--- src/rtl/mgrle_pkg.sv ---
package mgrle_pkg;

    // Line store geometry
    localparam int MAX_LINE_WIDTH = 4096;
    localparam int COL_W          = $clog2(MAX_LINE_WIDTH);
    localparam int FILL_W         = COL_W + 1;

    // Line width register and the width used for clamping
    localparam int LW_W = 13;
    localparam logic [LW_W-1:0] LINE_WIDTH_RESET = 13'd640;
    localparam int W_W = (LW_W > COL_W + 1) ? LW_W : COL_W + 1;

    // Field widths
    localparam int PIX_W  = 8;
    localparam int CODE_W = 18;
    localparam int LEN_W  = 5;
    localparam int FOLD_W = PIX_W + 1;
    localparam int K_W    = 4;
    localparam int LOG_W  = FOLD_W + 1;
    localparam int RV_W   = (COL_W > FOLD_W) ? COL_W : FOLD_W;

    // Code constants
    localparam int ESC_Q    = 9;
    localparam int ESC_BITS = 9;
    localparam int ESC_LEN  = ESC_Q + ESC_BITS;
    localparam int RUN_K    = 3;
    localparam int RAW_BITS = 8;

    // Output queue
    localparam int FIFO_DEPTH = 4;
    localparam int FIFO_PTR_W = $clog2(FIFO_DEPTH);
    localparam int FIFO_CNT_W = FIFO_PTR_W + 1;

    typedef struct packed {
        logic [PIX_W-1:0] pixel;
        logic             frame_start;
    } t_pixel_in;

    typedef struct packed {
        logic [CODE_W-1:0] code_bits;
        logic [LEN_W-1:0]  code_length;
        logic              last;
    } t_code_word;

    // Pixel held in the input stage, handed to the coder
    typedef struct packed {
        logic [PIX_W-1:0] pixel;
        logic             col_zero;
        logic             end_line;
    } t_s1_item;

    // Up to two code words produced for one pixel
    typedef struct packed {
        logic [1:0] count;
        t_code_word word0;
        t_code_word word1;
    } t_coder_out;

    // Rice code of v with parameter k, escape when the quotient reaches ESC_Q
    function automatic t_code_word rice(input logic [RV_W-1:0] v, input logic [K_W-1:0] k);
        logic [RV_W-1:0]   q;
        logic [CODE_W-1:0] top;
        logic [CODE_W-1:0] vx;
        t_code_word        r;
        q   = v >> k;
        top = CODE_W'(1) << k;
        vx  = CODE_W'(v);
        r.last = 1'b0;
        if (q < RV_W'(ESC_Q)) begin
            r.code_bits   = top | (vx & (top - CODE_W'(1)));
            r.code_length = LEN_W'(q) + LEN_W'(k) + LEN_W'(1);
        end else begin
            r.code_bits   = (top | vx) & CODE_W'((1 << ESC_BITS) - 1);
            r.code_length = LEN_W'(ESC_LEN);
        end
        return r;
    endfunction

endpackage

--- src/rtl/mgrle_coder.sv ---
module mgrle_coder (
    input  logic                          i_clk,
    input  logic                          i_rst_n,
    input  logic                          i_proc,
    input  mgrle_pkg::t_s1_item           i_item,
    input  logic [mgrle_pkg::PIX_W-1:0]   i_upper,
    output mgrle_pkg::t_coder_out         o_out
);

    import mgrle_pkg::*;

    logic [PIX_W-1:0]  r_left;
    logic [PIX_W-1:0]  r_upper_left;
    logic [FOLD_W-1:0] r_last_fold;
    logic              r_in_run;
    logic [COL_W-1:0]  r_run_count;
    logic [PIX_W-1:0]  r_run_value;

    logic [PIX_W-1:0]  n_upper_left;
    logic [FOLD_W-1:0] n_last_fold;
    logic              n_in_run;
    logic [COL_W-1:0]  n_run_count;
    logic [PIX_W-1:0]  n_run_value;

    logic [PIX_W-1:0]  a, b, c, p;
    logic [PIX_W-1:0]  mx, mn, pred;
    logic [PIX_W+1:0]  sum_abc;
    logic signed [PIX_W:0] err;
    logic [PIX_W-1:0]  mag;
    logic [FOLD_W-1:0] fold;
    logic [LOG_W-1:0]  log_arg;
    logic [K_W-1:0]    k_reg;
    logic [COL_W-1:0]  run_v;
    t_code_word        reg_word;
    t_code_word        run_word;
    t_code_word        raw_word;
    t_coder_out        out;

    assign a = r_left;
    assign b = i_upper;
    assign c = r_upper_left;
    assign p = i_item.pixel;

    // MED prediction and error folding
    always_comb begin
        mx      = (a > b) ? a : b;
        mn      = (a > b) ? b : a;
        sum_abc = {2'b00, a} + {2'b00, b} - {2'b00, c};
        if (c >= mx) begin
            pred = mn;
        end else if (c <= mn) begin
            pred = mx;
        end else begin
            pred = sum_abc[PIX_W-1:0];
        end
        err = $signed({1'b0, p}) - $signed({1'b0, pred});
        if (err <= 0) begin
            mag  = PIX_W'(-err);
            fold = {mag, 1'b0};
        end else begin
            mag  = PIX_W'(err);
            fold = {mag, 1'b0} - FOLD_W'(1);
        end
    end

    // Rice parameter: floor(log2(last folded error + 1)), at least 1
    always_comb begin
        log_arg = LOG_W'(r_last_fold) + LOG_W'(1);
        k_reg   = K_W'(1);
        for (int i = 2; i < LOG_W; i++) begin
            if (log_arg[i]) begin
                k_reg = K_W'(i);
            end
        end
    end

    // Run length that a closing run would send
    always_comb begin
        if (r_in_run) begin
            run_v = (p == r_run_value) ? r_run_count + COL_W'(1) : r_run_count;
        end else begin
            run_v = (p == a) ? COL_W'(1) : '0;
        end
    end

    assign reg_word = rice(RV_W'(fold), k_reg);
    assign run_word = rice(RV_W'(run_v), K_W'(RUN_K));

    always_comb begin
        raw_word.code_bits   = CODE_W'(p);
        raw_word.code_length = LEN_W'(RAW_BITS);
        raw_word.last        = 1'b0;
    end

    // Mode selection and next state
    always_comb begin
        n_upper_left = b;
        n_last_fold  = r_last_fold;
        n_in_run     = r_in_run;
        n_run_count  = r_run_count;
        n_run_value  = r_run_value;
        out          = '0;
        if (i_item.col_zero) begin
            out.count   = 2'd1;
            out.word0   = raw_word;
            n_last_fold = '0;
            n_in_run    = 1'b0;
            n_run_count = '0;
        end else if (r_in_run) begin
            if (p == r_run_value) begin
                n_run_count = run_v;
                if (i_item.end_line) begin
                    out.count = 2'd1;
                    out.word0 = run_word;
                    n_in_run  = 1'b0;
                end
            end else begin
                out.count   = 2'd2;
                out.word0   = run_word;
                out.word1   = reg_word;
                n_last_fold = fold;
                n_in_run    = 1'b0;
            end
        end else if (a == b && b == c) begin
            if (p == a) begin
                n_in_run    = 1'b1;
                n_run_value = a;
                n_run_count = run_v;
                if (i_item.end_line) begin
                    out.count = 2'd1;
                    out.word0 = run_word;
                    n_in_run  = 1'b0;
                end
            end else begin
                // zero-length run, then the pixel itself
                out.count   = 2'd2;
                out.word0   = run_word;
                out.word1   = reg_word;
                n_last_fold = fold;
            end
        end else begin
            out.count   = 2'd1;
            out.word0   = reg_word;
            n_last_fold = fold;
        end
        out.word0.last = (out.count == 2'd1);
        out.word1.last = 1'b1;
    end

    // Context state, advanced once per coded pixel
    always_ff @(posedge i_clk) begin
        if (!i_rst_n) begin
            r_left       <= '0;
            r_upper_left <= '0;
            r_last_fold  <= '0;
            r_in_run     <= 1'b0;
            r_run_count  <= '0;
            r_run_value  <= '0;
        end else if (i_proc) begin
            r_left       <= p;
            r_upper_left <= n_upper_left;
            r_last_fold  <= n_last_fold;
            r_in_run     <= n_in_run;
            r_run_count  <= n_run_count;
            r_run_value  <= n_run_value;
        end
    end

    assign o_out = out;

endmodule

--- config.mk ---
export PLATFORM = sky130hd
export DESIGN_NAME = mgrle_coder
export DESIGN_NICKNAME = d
export VERILOG_FILES = /design/src/rtl/mgrle_pkg.sv /design/src/rtl/mgrle_coder.sv
export SDC_FILE = /design/constraint.sdc
export NUM_CORES = 1
export LEC_CHECK = 0
export BUFFER_PORTS_ARGS = -buffer_cell sky130_fd_sc_hd__buf_2
export CORE_MARGIN = 10
export CORE_UTILIZATION = 25
export CTS_CLUSTER_SIZE = 8
export DETAILED_ROUTE_END_ITERATION = 12
export PLACE_DENSITY_LB_ADDON = 0.3
export SLEW_MARGIN = 15
export SYNTH_ARGS = -nofsm -noshare
export SYNTH_HDL_FRONTEND = slang
export SYNTH_SLANG_ARGS = --single-unit
--- constraint.sdc ---
create_clock -name i_clk -period 26.2 [get_ports i_clk]
set_input_delay 3.93 -clock i_clk [delete_from_list [all_inputs] [get_ports i_clk]]
set_output_delay 3.93 -clock i_clk [all_outputs]
set_load 0.01 [all_outputs]
======== Word-level counts from Yosys, hierarchy flattened ========
Cells that the tools add are included.
word-level totals
  input bits .............................. 21
  register bits ........................... 46
  output and inout port bits .............. 50
cells by class
  reductions and logical operators ........ 6
  equal/unequal tests ..................... 8
  mux-type cells .......................... 44
  $add $sub $neg .......................... 12
  $lt $le $gt $ge ......................... 6
  shift operators ......................... 2
  bitwise operators ....................... 5
operators with widths
  cell                                                                              number
  26-bit 2-to-1 mux                                                                 4
  24-bit 2-to-1 mux                                                                 4
  12-bit 2-to-1 mux                                                                 7
  9-bit 2-to-1 mux                                                                  6
  50-bit 2-to-1 mux                                                                 1
  8-bit == test                                                                     4
  8-bit 2-to-1 mux                                                                  4
  25-bit 2-to-1 mux                                                                 1
  4-bit 2-to-1 mux                                                                  6
  23-bit 2-to-1 mux                                                                 1
  9-bit by 18-bit bitwise AND with 18-bit output                                    1
  18-bit bitwise OR                                                                 1
  1-bit by 4-bit left shift with 18-bit output, first input constant                1
  18-bit by 1-bit subtractor with 18-bit output, second input constant              1
  14-bit 2-to-1 mux                                                                 1
  12-bit by 1-bit adder with 12-bit output, second input constant                   1
  12-bit by 4-bit < comparator with 1-bit output, second input constant             1
  9-bit by 4-bit right shift with 12-bit output                                     1
  5-bit by 1-bit adder with 5-bit output, second input constant                     2
  9-bit by 1-bit adder with 10-bit output, second input constant                    1
  9-bit by 1-bit less-or-equal comparator with 1-bit output, second input constant  1
  9-bit by 4-bit < comparator with 1-bit output, second input constant              1
  9-bit bitwise OR                                                                  1
  8-bit by 8-bit subtractor with 9-bit output                                       1
  21 further kinds                                                                  30

======== Longest topological paths before layout ========
Gate-level depths: netlist (run 1).
  depth after elaboration ................. 19
  depth in mapped cells ................... 45

======== Worst setup path after synthesis (run 1) ========
No wires, ideal clock.
  path kind ............................... in2out
  from .................................... in i_upper[1] in the netlist's numbering
  to ...................................... out o_out[29] in the netlist's numbering
  required time ........................... 22.270 ns
  stages on the path ...................... 40
  arrival time ............................ 12.071 ns
  path buffers ............................ 2
  slack ................................... 10.199 ns
  cell sequence ........................... inv_1 -> ha_1 -> nor2b_1 -> o21a_1 -> o21a_1 -> o21a_1 -> o21ai_0 -> nand2b_1 -> a21oi_1 -> nor2b_1 -> o21ai_0 -> clkbuf_1 -> clkbuf_1 -> a21oi_1 -> ha_1 -> nor2b_1 -> o21a_1 -> o21ai_0 -> (+4 left out) -> a21oi_1 -> mux2_2 -> mux2_2 -> ha_1 -> a21o_1 -> a21o_1 -> or3_4 -> a22oi_4 -> a31oi_4 -> xnor2_2 -> a2111oi_1 -> a21o_2 -> or3_1 -> fa_1 -> a21oi_1 -> nor2_1 -> xor2_1 -> a31oi_1
RTL lines
  what                line              text
  start: declaration  mgrle_coder.sv:6  input logic [mgrle_pkg::PIX_W-1:0] i_upper,
  end: declaration    mgrle_coder.sv:7  output mgrle_pkg::t_coder_out o_out

==> results of run 1 <==
==> per-stage QoR <==
step	cell area (µm²)	hold slack (ps)	utilization, %	std cells	worst slack (ps)
global placement	6760	501	27.0	1162	9230
CTS	6910	519	27.6	1170	9110
floorplan	6370	478	-	833	10200
global route	6910	572	27.6	1170	8220
finish	6910	523	27.6	1170	9130
detailed placement	6760	510	27.0	1162	9120
==> worst max-delay path by stage <==
| stage | from | cells past startpoint | to |
|---|---|---|---|
| finish | i_upper[1] | 41 | o_out[28] |
| global route | i_upper[1] | 40 | o_out[9] |
| CTS | i_upper[1] | 41 | o_out[28] |
| detailed placement | i_upper[1] | 41 | o_out[28] |
| global placement | i_upper[1] | 39 | o_out[26] |
| floorplan | i_upper[1] | 40 | o_out[29] |
==> per-layer routing <==
metal	vias to the layer above	track usage (%)	part of all wire [%]	wire length [µm]
met5	-	0	0	0
met4	0	3.65	2.2	437
li1	2938	-	-	-
met2	119	21.4	49	9740
met1	2789	15.4	46	8990
met3	25	1.14	2.9	578
==> cells by family after synthesis <==
| kind of cell | after synthesis | synth area share (%) |
|---|---|---|
| AOI/OAI and AO/OA | 191 | 21.7 |
| xor gates and xnor gates | 61 | 8.71 |
| adders and majority gates | 56 | 12.2 |
| buffers and inverters | 104 | 7.66 |
| DFF | 46 | 14.6 |
| muxes | 59 | 9.58 |
| other | 2 | 0.119 |
| and+or+nand+nor | 298 | 25.4 |
==> state kept, by name, summed over array words and instances, names as in the netlist <==
register	count
a	8
r_run_value	8
r_last_fold	9
c	8
r_in_run	1
r_run_count	12
==> cells in the final DEF (no fill, tap or decap), types with 5 or more instances in the layout <==
cell	synthesis	layout
nor2_1	58	58
buf_2	5	53
nor2b_1	51	51
a21oi_1	48	48
mux2i_1	48	48
ha_1	47	47
inv_1	46	46
dfxtp_1	46	46
nand2_1	45	45
xnor2_1	40	40
o21ai_0	33	31
nor3_1	30	30
nand3_1	23	23
xor2_1	19	19
conb_1	2	18
nand2b_1	15	15
nand4_1	15	15
a21o_1	11	11
a22oi_1	11	11
mux2_2	11	11
o21a_1	10	10
or2_2	9	9
nor4_1	9	9
fa_1	9	9
and3_1	8	8
o21ai_1	7	8
or3_1	8	8
nand3b_1	6	6
a31oi_1	5	5
a211oi_1	5	5
o31ai_1	5	5
clkbuf_16	0	5
==> worst max-delay path, delay by kind of cell <==
kind,cells,cell delay (ps)
XOR/XNOR,2,350
AO/OA/AOI/OAI,19,4880
buffers and inverters,3,370
adder cells (fa/ha/maj),4,1210
multiplexers,2,740
AND/OR/NAND/NOR,11,1610
==> power breakdown <==
group / switching [µW] / internal (µW) / leakage (µW) / total [µW]
Sequential: 9.66 / 74.7 / 0.000375 / 84.3
Combinational: 399 / 248 / 0.00244 / 647
Clock: 31.8 / 36.0 / 0.0000704 / 67.8
Total: 440 / 359 / 0.00289 / 799
==> area by class of cell <==
cell class / count / area [µm²]
sequential: 46 / 921
clock buffer: 5 / 125
inverter: 47 / 176
clock inverter: 3 / 25.0
tap: 330 / 413
fill: 2734 / 18100
timing repair buffer: 56 / 288
multi-input combinational: 683 / 4970
==> metrics.csv, run 1 <==
metric;value;unit
place.gp.congestion;0.845;
yosysMostFrequentCell;nor2_1;
hold_buffers;0;
grt_pass1_wl;31300;µm
drt_wl_total;19700;µm
clk_pin_slew;70;ps
portBuffers;53;
min_path_cells;2;
status;completed;
cts_tree;done;
grt-ovfl-total;0;
postCtsResizedCells;0;
ys_seq_area_share;14.6;%
die_y;179;µm
worst_pin_slew;1100;ps
cts_root_buf;clkbuf_16;
antenna_cells;0;
cp.required;22270;ps
initial_utilization;25.2;%
cts_setup_buffers;0;
syn_area;6310;µm²
clockBufferDepth;2;
fp.coreArea;25000;µm²
synth_top_area_cell;dfxtp_1;
syn_area_per_cell;7.72;µm²
synth_edf_count;0;
grt_max_degree;47;
place_hpwl;15700;µm
p_leak;0.00289;µW
min-delay-start;r_last_fold[1];
fin_skew;9.32;ps
ys_async_sr_fraction;0;%
finalWorstPathRequiredPeriod;17070;ps
max_freq;0.0586;GHz
clkLatencyLatePin;300;ps
crit_slowest_cell;o21ai_2;
cp_max_fo;21;
first_pass_iters;5;
setup_viol;0;
setup.worst_path.end_class;primary output;
ys_types;87;
reg2reg_slack;18030;ps
maxCapViolCount;0;
vias_per_cell;5.02;
tns;0;ps
p_per_area;116;nW/µm²
numCtsBuffers;5;
r2r_end;r_last_fold[1];
nets;916;
ir_drop;0.0000548;V
rows;58;
post_drt_wl_per_cell;16.9;µm
yosys-top-cells-area;dfxtp_1 (15%), ha_1 (9.3%), mux2i_1 (7.6%), xnor2_1 (5.6%), nor2b_1 (5.1%);
max_slew_margin;26.4;%
r2r_start;a[1];
grt_pass1_vias;5680;
worstRegToRegCells;32;
min_to;r_last_fold[1];
die_width;179;µm
antenna_found_initial;0;
num_vias;5871;
path_common_cell;a21oi_1;
final_hold_viol_count;0;
die_area;32000;µm²
ys_top_cells_by_count;nor2_1 (58), nor2b_1 (51), a21oi_1 (48), mux2i_1 (48), ha_1 (47);
crit_arrival;13140;ps
drcViolationCount;0;
drive_above_1_share;13.3;%
finalMaxSlewViolations;0;
start_kind;primary input;
hold_class;reg2reg;
pin_count;71;
syn_inst;817;
ant_nets;0;
syn_to_final_growth;9.64;%
min_period_over_period;65.1;%
cts_max_level;2;
ys_ff_latch;46;
cpPeakStageDelay;790;ps
power.total;799;µW
drtIter0Drc;310;
synth.top_cell.area_share;14.6;%
cts_num_sinks;46;
yosysWarnings;0;
path_class;in2out;
ys.flop_type;dfxtp_1;
rsz0062_at_grt;false;
track_usage;12.2;%
Note: power is estimated with default switching activity, not from simulation.
==> run 2, diff against run 1 <==
--- a/config.mk
+++ b/config.mk
@@ -5,6 +5,7 @@
 export SDC_FILE = /design/constraint.sdc
 export NUM_CORES = 1
 export LEC_CHECK = 0
+export ABC_AREA = 1
 export BUFFER_PORTS_ARGS = -buffer_cell sky130_fd_sc_hd__buf_2
 export CORE_MARGIN = 10
 export CORE_UTILIZATION = 25
==> constraint.sdc (replaced) <==
create_clock -name i_clk -period 14.2 [get_ports i_clk]
set_input_delay 2.13 -clock i_clk [delete_from_list [all_inputs] [get_ports i_clk]]
set_output_delay 2.13 -clock i_clk [all_outputs]
set_load 0.01 [all_outputs]
==> metrics.csv, run 2 <==
metric;value;unit
synthXorXnorAreaFrac;3.67;%
rsz0062_at_grt;false;
synth_edf_count;0;
clockBufferDepth;2;
cts_root_buf;clkbuf_16;
die_area;30500;µm²
synth-simple-area-share;37.7;%
syn_inst;990;
grt_max_degree;33;
fillCellCount;2652;
worstRegToRegCells;33;
fp.coreArea;23500;µm²
p_leak;0.00322;µW
ys_async_sr_fraction;0;%
clk_pin_slew;70;ps
worst_pin_slew;1080;ps
syn_to_final_growth;10.5;%
clkLatencyLatePin;300;ps
path_delay_family;simple AND/OR/NAND/NOR gates;
hold_class;reg2reg;
p_per_area;190;nW/µm²
status;completed;
die_y;175;µm
cts_num_sinks;46;
ir_drop;0.0000870;V
path_common_cell;nand2_1;
grt_pass1_vias;5990;
cts_setup_buffers;0;
min_path_cells;2;
ys.flop_type;dfxtp_1;
tns;0;ps
final_hold_viol_count;0;
grt_pass1_wl;32200;µm
grt-ovfl-total;0;
cp.required;12070;ps
max_slew_margin;27.2;%
hold_buffers;0;
setup_viol;0;
final_common_cell;nand2_1;
path_class;in2out;
ys_types;50;
place.gp.congestion;0.885;
cts_tree;done;
ant_nets;0;
track_usage;12.7;%
nets;1105;
maxCapViolCount;0;
first_pass_iters;5;
synth.top_cell.area_share;16.7;%
syn_area_per_cell;6.03;µm²
synth_top_family_by_area;simple AND/OR/NAND/NOR gates;
ys_ff_latch;46;
yosys-top-cells-area;nand2_1 (17%), dfxtp_1 (15%), ha_1 (9.8%), inv_1 (8.5%), a21oi_1 (6.4%);
start_kind;primary input;
synth_adder_area_share;12.9;%
drcViolationCount;0;
drive_above_1_share;11.0;%
largest_reg_flops;12;
final_area;6600;µm²
min_period_over_period;84.6;%
setup.worst_path.end_class;primary output;
drt_wl_total;19700;µm
ys_top_cells_by_count;nand2_1 (266), inv_1 (135), a21oi_1 (76);
synth_top_area_cell;nand2_1;
place_hpwl;16200;µm
portBuffers;53;
dpl-instance-area;6460;µm²
yosysWarnings;0;
muxShareOfSynthArea;0.691;%
drtIter0Drc;394;
cpPeakStageDelay;520;ps
top_regs;r_run_count x12, r_last_fold x9;
crit_arrival;9880;ps
postCtsResizedCells;0;
ys_seq_area_share;15.4;%
fin_skew;10.4;ps
syn_area;5970;µm²
num_vias;6251;
max_freq;0.0832;GHz
cp_max_fo;32;
finalMaxSlewViolations;0;
critPathBufInv;6;
vias_per_cell;4.64;
pin_count;71;
post_drt_wl_per_cell;14.7;µm
yosysMostFrequentCell;nand2_1;
die_width;175;µm
rows;56;
crit_slowest_cell;nand2_1;
synth_compound_area_share;16.7;%
finalWorstPathRequiredPeriod;12010;ps
initial_utilization;25.4;%
cts_max_level;2;
numCtsBuffers;5;
final_cell_mix;nand2_1 (266), inv_1 (135), a21oi_1 (76);
antenna_found_initial;1;
largest-register;r_run_count;
cp.depth;49;
==> run 2: changes by cell type after synthesis, sizes merged, moves of 19 or more <==
cell   before  now
nand3      23   80
inv        47  141
a21oi      49   78
nor2b      51    0
o21ai      40   74
mux2i      48    3
xnor2      42   15
nand2      45  289
nor2       60   79
==> run 2: final cells by class <==
cell class,instances,area [µm²],share of cell area (%)
sequential,46,921,14.0
clock buffer,5,125,1.90
inverter,141,529,8.02
antenna,1,2.50,0.0379
clock inverter,2,10.0,0.152
multi-input combinational,781,4340,65.9
timing repair buffer,53,265,4.02
tap,319,399,6.05
==> run 2: path summary, 6_finish.rpt <==
path         slack, ps      startpoint        endpoint
max               2190      i_upper[1]       o_out[29]
min                470  r_run_count[5]  r_run_count[5]
max reg2reg       7600            a[0]  r_last_fold[7]
min reg2reg        470  r_run_count[5]  r_run_count[5]
==> run 2: worst min-delay path: stages (launching register included) <==
cell,delay [ps]
dfxtp_1,310
nand2_1,60
a21oi_1,60
==> run 2: logic make-up after synthesis <==
logic type | after synthesis
DFF | 46
buffers and inverters | 179
muxes | 4
adders and majority gates | 56
AOI/OAI and AO/OA | 181
and+or+nand+nor | 497
other | 2
xor gates and xnor gates | 25
==> run 2: layer usage <==
layer	up-vias	track usage, %	share of wire, %
met5	-	0	0
met4	0	3.25	2.3
met3	23	1.37	2.8
met2	114	21.7	47
met1	2839	16.7	48
li1	3275	-	-
==> run 2: report_power, final <==
part	internal [µW]	total [µW]	switching, µW	leakage, µW
sequential	138	148	10.5	0.000376
combinational	322	985	663	0.00278
clock	63.8	119	54.8	0.0000694
==> run 2: metrics by stage <==
stage	power (µW)	worst slack (ps)	cells	hold WS (ps)	utilization, %
3_5_place_dp	1130	2190	1340	460	27.5
6_report	1250	2190	1348	473	28.1
4_1_cts	1250	2150	1347	472	28.1
5_1_grt	1390	1210	1347	502	28.1
3_3_place_gp	1130	2400	1340	457	27.5
2_1_floorplan	911	3440	1006	445	-
